### config.mk
export PLATFORM = sky130hd
export DESIGN_NAME = sbi_cell
export DESIGN_NICKNAME = d
export VERILOG_FILES = /design/src/sv/stack_with_bottom_increment_unit_assert.svh /design/src/sv/sbi_pkg.sv /design/src/sv/sbi_cell.sv
export SDC_FILE = /design/constraint.sdc
export NUM_CORES = 1
export LEC_CHECK = 0
export BUFFER_PORTS_ARGS = -buffer_cell sky130_fd_sc_hd__buf_4
export CAP_MARGIN = 10
export CORE_MARGIN = 8
export CORE_UTILIZATION = 25
export CTS_BUF_LIST = sky130_fd_sc_hd__clkbuf_4
export DETAILED_ROUTE_END_ITERATION = 7
export GPL_TIMING_DRIVEN = 0
export PLACE_DENSITY = 0.44
export SETUP_SLACK_MARGIN = 0.1
export SYNTH_ARGS = -nofsm -noshare
export SYNTH_HDL_FRONTEND = slang
export SYNTH_SLANG_ARGS = --single-unit
### constraint.sdc
create_clock -name clk -period 4.1 [get_ports clk]
set_input_delay 0.205 -clock clk [delete_from_list [all_inputs] [get_ports clk]]
set_output_delay 0.205 -clock clk [all_outputs]
set_load 0.02 [all_outputs]
### src/sv/stack_with_bottom_increment_unit_assert.svh
// Assertion macros shared by the stack unit.
`ifndef STACK_WITH_BOTTOM_INCREMENT_UNIT_ASSERT_SVH
`define STACK_WITH_BOTTOM_INCREMENT_UNIT_ASSERT_SVH

// Same-cycle implication, disabled while in reset.
`define SBI_ASSERT_NOW(label, ante, cons, msg) \
  label: assert property (@(posedge clk) disable iff (rst) (ante) |-> (cons)) \
    else $error(msg);

// Next-cycle implication, disabled while in reset.
`define SBI_ASSERT_NEXT(label, ante, cons, msg) \
  label: assert property (@(posedge clk) disable iff (rst) (ante) |=> (cons)) \
    else $error(msg);

`endif

### src/sv/sbi_pkg.sv
`timescale 1ns / 1ps
package sbi_pkg;

  // Operation handed to every cell.
  typedef enum logic [1:0] {
    OP_PUSH = 2'd0,
    OP_POP  = 2'd1,
    OP_ADD  = 2'd2,
    OP_NONE = 2'd3
  } op_t;

  typedef enum logic [1:0] {
    ST_TOP_VALID = 2'd0,
    ST_EMPTY     = 2'd1,
    ST_POP_EMPTY = 2'd2,
    ST_PUSH_FULL = 2'd3
  } status_t;

  typedef struct packed {
    logic [1:0]         req_type;
    logic signed [31:0] push_value;
    logic [15:0]        bottom_count;
    logic signed [31:0] add_amount;
  } req_t;

  typedef struct packed {
    status_t            status;
    logic signed [31:0] top_value;
    logic signed [31:0] popped_value;
  } res_t;

  // Broadcast to the cell row each cycle; pushed data enters at the top cell.
  typedef struct packed {
    op_t         op;
    logic [31:0] add_amount;
  } cell_cmd_t;

endpackage

### src/sv/sbi_cell.sv
`timescale 1ns / 1ps
module sbi_cell import sbi_pkg::*; #(
  parameter int INDEX = 0,
  parameter int FW    = 7
) (
  input  logic            clk,
  input  cell_cmd_t       cmd,
  input  logic [FW-1:0]   fill,
  input  logic [FW-1:0]   thresh,
  input  logic [31:0]     above,
  input  logic [31:0]     below,
  output logic [31:0]     data
);

  // Cell position counted from the top of the stack.
  localparam logic [FW-1:0] IDX = FW'(INDEX);

  logic        hit;
  logic [31:0] data_next;

  // Cells from thresh up to fill-1 hold the bottom entries being bumped.
  assign hit = (IDX >= thresh) && (IDX < fill);

  always_comb begin
    data_next = data;
    case (cmd.op)
      OP_PUSH: data_next = above;
      OP_POP:  data_next = below;
      OP_ADD:  if (hit) data_next = data + cmd.add_amount;
      OP_NONE: data_next = data;
      default: data_next = data;
    endcase
  end

  always_ff @(posedge clk) begin
    data <= data_next;
  end

endmodule

==> out/results.md <==
| Quantity | This run |
|---|---|
| Run status | complete, no violations |
| Cell with the most instances on the worst path | sky130_fd_sc_hd__a21oi_1 |
| Post-route DRC | 0 |
| GRT Resource Usage Total | 14.8% |
| Overall die height | 130 µm |
| TritonCTS clock tree | built |
| Largest delay share family, worst path | compound AO/OA/AOI/OAI gates |
| Multiplexer fraction of the synthesized cell area | 0.344% |
| Clock buffers created by TritonCTS | 5 |
| Unique cell type count in the Yosys netlist | 49 |
| Number of port buffers | 144 |
| Wire length reported by the detailed router | 13000 µm |
| Cell accounting for the most synthesized area | sky130_fd_sc_hd__edfxtp_1 |
| First-pass GRT wire length | 19200 µm |
| Number of global-route vias before repair | 3571 |
| Num rows | 41 |
| Cells along the critical path | ha_1 > fa_1 > a21oi_1 > o21ai_0 > a221oi_1 > nor4_1 > a21oi_1 > o21bai_1 > a31oi_1 > xnor2_1 > o221ai_1 |
| Number of primary I/O pins | 145 |
| Floorplan Core Area | 12700 µm² |
| Final max-slew violation count | 0 |
| Number of enable flip-flop cells after synthesis | 32 |
| Total number of vias | 3449 |
| First DRT Iteration DRCs | 203 |
| Final Wtd Congestion | 0.835 |
| Clock buffer depth | 2 |
| Horizontal extent of the die | 130 µm |
| Xor and xnor area share after synthesis | 8.30% |
| Ratio of final minimum period to clock period | 88.1% |
| Largest net degree at the start of global routing | 18 |
| Cell with the most instances after synthesis | sky130_fd_sc_hd__a21oi_1 |
| Cell chosen for the clock root | sky130_fd_sc_hd__clkbuf_4 |
| Max-slew headroom | 44.7% |
| Router iterations before antenna repair | 5 |
| Final HPWL from detailed placement | 10600 µm |
| Antenna violations before repair | 1 |
| Min-Delay Path Class | input pin to flip-flop |
| Combinational Power Share | 56.6% |
| Combinational family with the most area after synthesis | compound AO/OA/AOI/OAI gates |
| Switching share of total power | 42.5% |
| Flop pwr share | 30.6% |
| Post-CTS clock slew at the launch and capture registers of the worst setup and hold paths | 120 ps |
| Portion of total power attributed to the clock network | 12.9% |
| Layout overhead on the synthesized area | 42.3% |
| Initial Utilization | 25.8% |
| Gates resized, CTS repair | 0 |
| Number of instances in the synthesized netlist | 378 |
| Transition time at the pin with the least slew margin | 822 ps |
| Hold violation count in the final report | 0 |
| Vias per Instance | 4.91 |
| Final-stage net count | 678 |
| Antenna-violating nets left | 0 |
| Areal power density over the cells | 313 nW/µm² |
| Maximum fanout encountered on the critical timing path | 4 |
| Share of synthesized cell area in and, or, nand and nor gates | 11.4% |
| Worst-skew pair later-pin latency | 350 ps |
| Layout Utilization | 36.7% |
| Arrival time at the worst endpoint | 3710 ps |
| Startpoint types | flip-flop |
| Dominant cells by area after synthesis | sky130_fd_sc_hd__edfxtp_1 (29%), sky130_fd_sc_hd__ha_1 (13%), sky130_fd_sc_hd__a21oi_1 (6.7%) |
| Commonest cells post-synth | sky130_fd_sc_hd__a21oi_1 (44), sky130_fd_sc_hd__nand2_1 (37), sky130_fd_sc_hd__o21ai_0 (36), sky130_fd_sc_hd__ha_1 (34), sky130_fd_sc_hd__edfxtp_1 (32) |
| Largest register FFs | 32 |
| Register with the most flip-flops | data |
| Area fraction in compound gates after synthesis | 31.8% |
| Largest vdd supply drop | 0.107 mV |
| Fin Hold WS | 129 ps |
| Final design area excluding fillers | 4650 µm² |
| Setup skew after layout | 17.0 ps |
| Max stage delay cell, worst path | sky130_fd_sc_hd__nor4_1 |
| H-tree level count | 2 |
| Total standard cell area after synthesis | 3270 µm² |
| Average wire per standard cell | 18.4 µm |
| RSZ-0062 raised after global routing | false |
| Register bit count reported by yosys | 32 |
| Kind of critical path | flip-flop to flip-flop |
| Share of the synthesized area in the top cell type | 29.4% |
| Data required time at the worst endpoint | 4190 ps |
| Fraction of the yosys area taken by sequential cells | 29.4% |
| Number of inserted filler cells in the final layout | 1369 |
| Count of clock tree sinks | 32 |
| Fraction of final layout cells with drive strength greater than 1 | 30.8% |
| Yosys warning total | 0 |
| Number of buffers and inverters on the critical path | 0 |
| Share of synthesized cell area in full adder, half adder and majority cells | 13.6% |
| Cell leakage power | 2.07 nW |
| Number of buffers inserted to repair setup after CTS | 0 |
| Max-cap violations | 0 |
| Top FF cell, synth | sky130_fd_sc_hd__edfxtp_1 |
| Final number of setup-violating endpoints | 0 |
| Mapped Nets | 526 |
| Net Switching | 0.000619 W |
| Post-synth ARST share | 0% |
| Top flop regs | data x32 |
| CTS Hold Buffers Added | 0 |
| Die area | 17000 µm² |
| Total placed instance area | 4600 µm² |
| Total grt overflow | 0 |
| Final critical delay including setup and external delays | 3610 ps |
| Int Power | 0.000838 W |
| Total design power | 0.00146 W |
| CP max stage delay | 740 ps |
| Top achievable clock speed | 277 MHz |
| Crit. End Element | flip-flop |
| Average instance area after synthesis | 8.65 µm² |
-- final cells by class --
type | instances | area [µm²] | share of cell area, %
clock inverter | 2 | 7.51 | 0.161
timing repair buffer | 145 | 1110 | 23.8
buffer | 23 | 95.1 | 2.04
antenna | 1 | 2.50 | 0.0538
tap | 172 | 215 | 4.63
multi-input combinational | 303 | 2150 | 46.2
inverter | 20 | 75.1 | 1.61
clock buffer | 5 | 37.5 | 0.807
sequential | 32 | 961 | 20.7
-- power by group through the flow --
stage	clock network, W	registers (W)	logic [W]
floorplan	0	0.000501	0.000474
global placement	0	0.000454	0.000815
detailed placement	0	0.000453	0.000822
CTS	0.000193	0.000446	0.000827
global route	0.000200	0.000451	0.000904
finish	0.000188	0.000445	0.000824
-- worst paths after layout --
path | from | to | slack (ps) | cells after the start
max reg2reg | data[0] | data[26] | 490 | 11
max | data[0] | data[26] | 490 | 11
min | above[29] | data[29] | 130 | 3
min reg2reg | data[0] | data[0] | 830 | 3
-- layer usage --
layer	vias up	part of all wire (%)	track usage, %
met5	-	0	0
met4	0	0.96	3.17
met3	10	6.9	3.22
met2	115	48	25.4
met1	1587	44	18.7
li1	1737	-	-
-- metrics by stage --
| step | setup TNS (ps) | cells | worst slack, ps |
|---|---|---|---|
| final | 0 | 703 | 487 |
| after floorplan | 0 | 378 | 1070 |
| after detailed placement | 0 | 695 | 568 |
| after global routing | 0 | 703 | 315 |
| after CTS | 0 | 702 | 541 |
| after global placement | -11700 | 694 | -369 |
-- cells in the final DEF, fill, tap and decap left out, drive strengths merged, types with 4 or more instances in the layout --
| master | instances |
|---|---|
| a21o | 12 |
| a21oi | 45 |
| a221oi | 11 |
| a22oi | 19 |
| a31oi | 5 |
| buf | 148 |
| clkbuf | 25 |
| edfxtp | 32 |
| ha | 34 |
| inv | 20 |
| nand2 | 37 |
| nand3 | 4 |
| nand4 | 5 |
| nor2 | 14 |
| nor2b | 4 |
| nor3 | 5 |
| o21ai | 38 |
| o21bai | 6 |
| xnor2 | 19 |
| xor2 | 12 |
-- cells by family after synthesis --
| family | count (synthesis) |
|---|---|
| mux | 1 |
| xor+xnor | 31 |
| buf+inv | 43 |
| simple gates | 80 |
| flops | 32 |
| fa+ha+maj | 35 |
| compound gates | 156 |
-- tightest hold or removal path, cell delays in order --
cell,delay [ps]
sky130_fd_sc_hd__buf_4,80
sky130_fd_sc_hd__nand2_1,40
sky130_fd_sc_hd__o221ai_1,60
No activity file was read; power rests on OpenSTA's default activity.
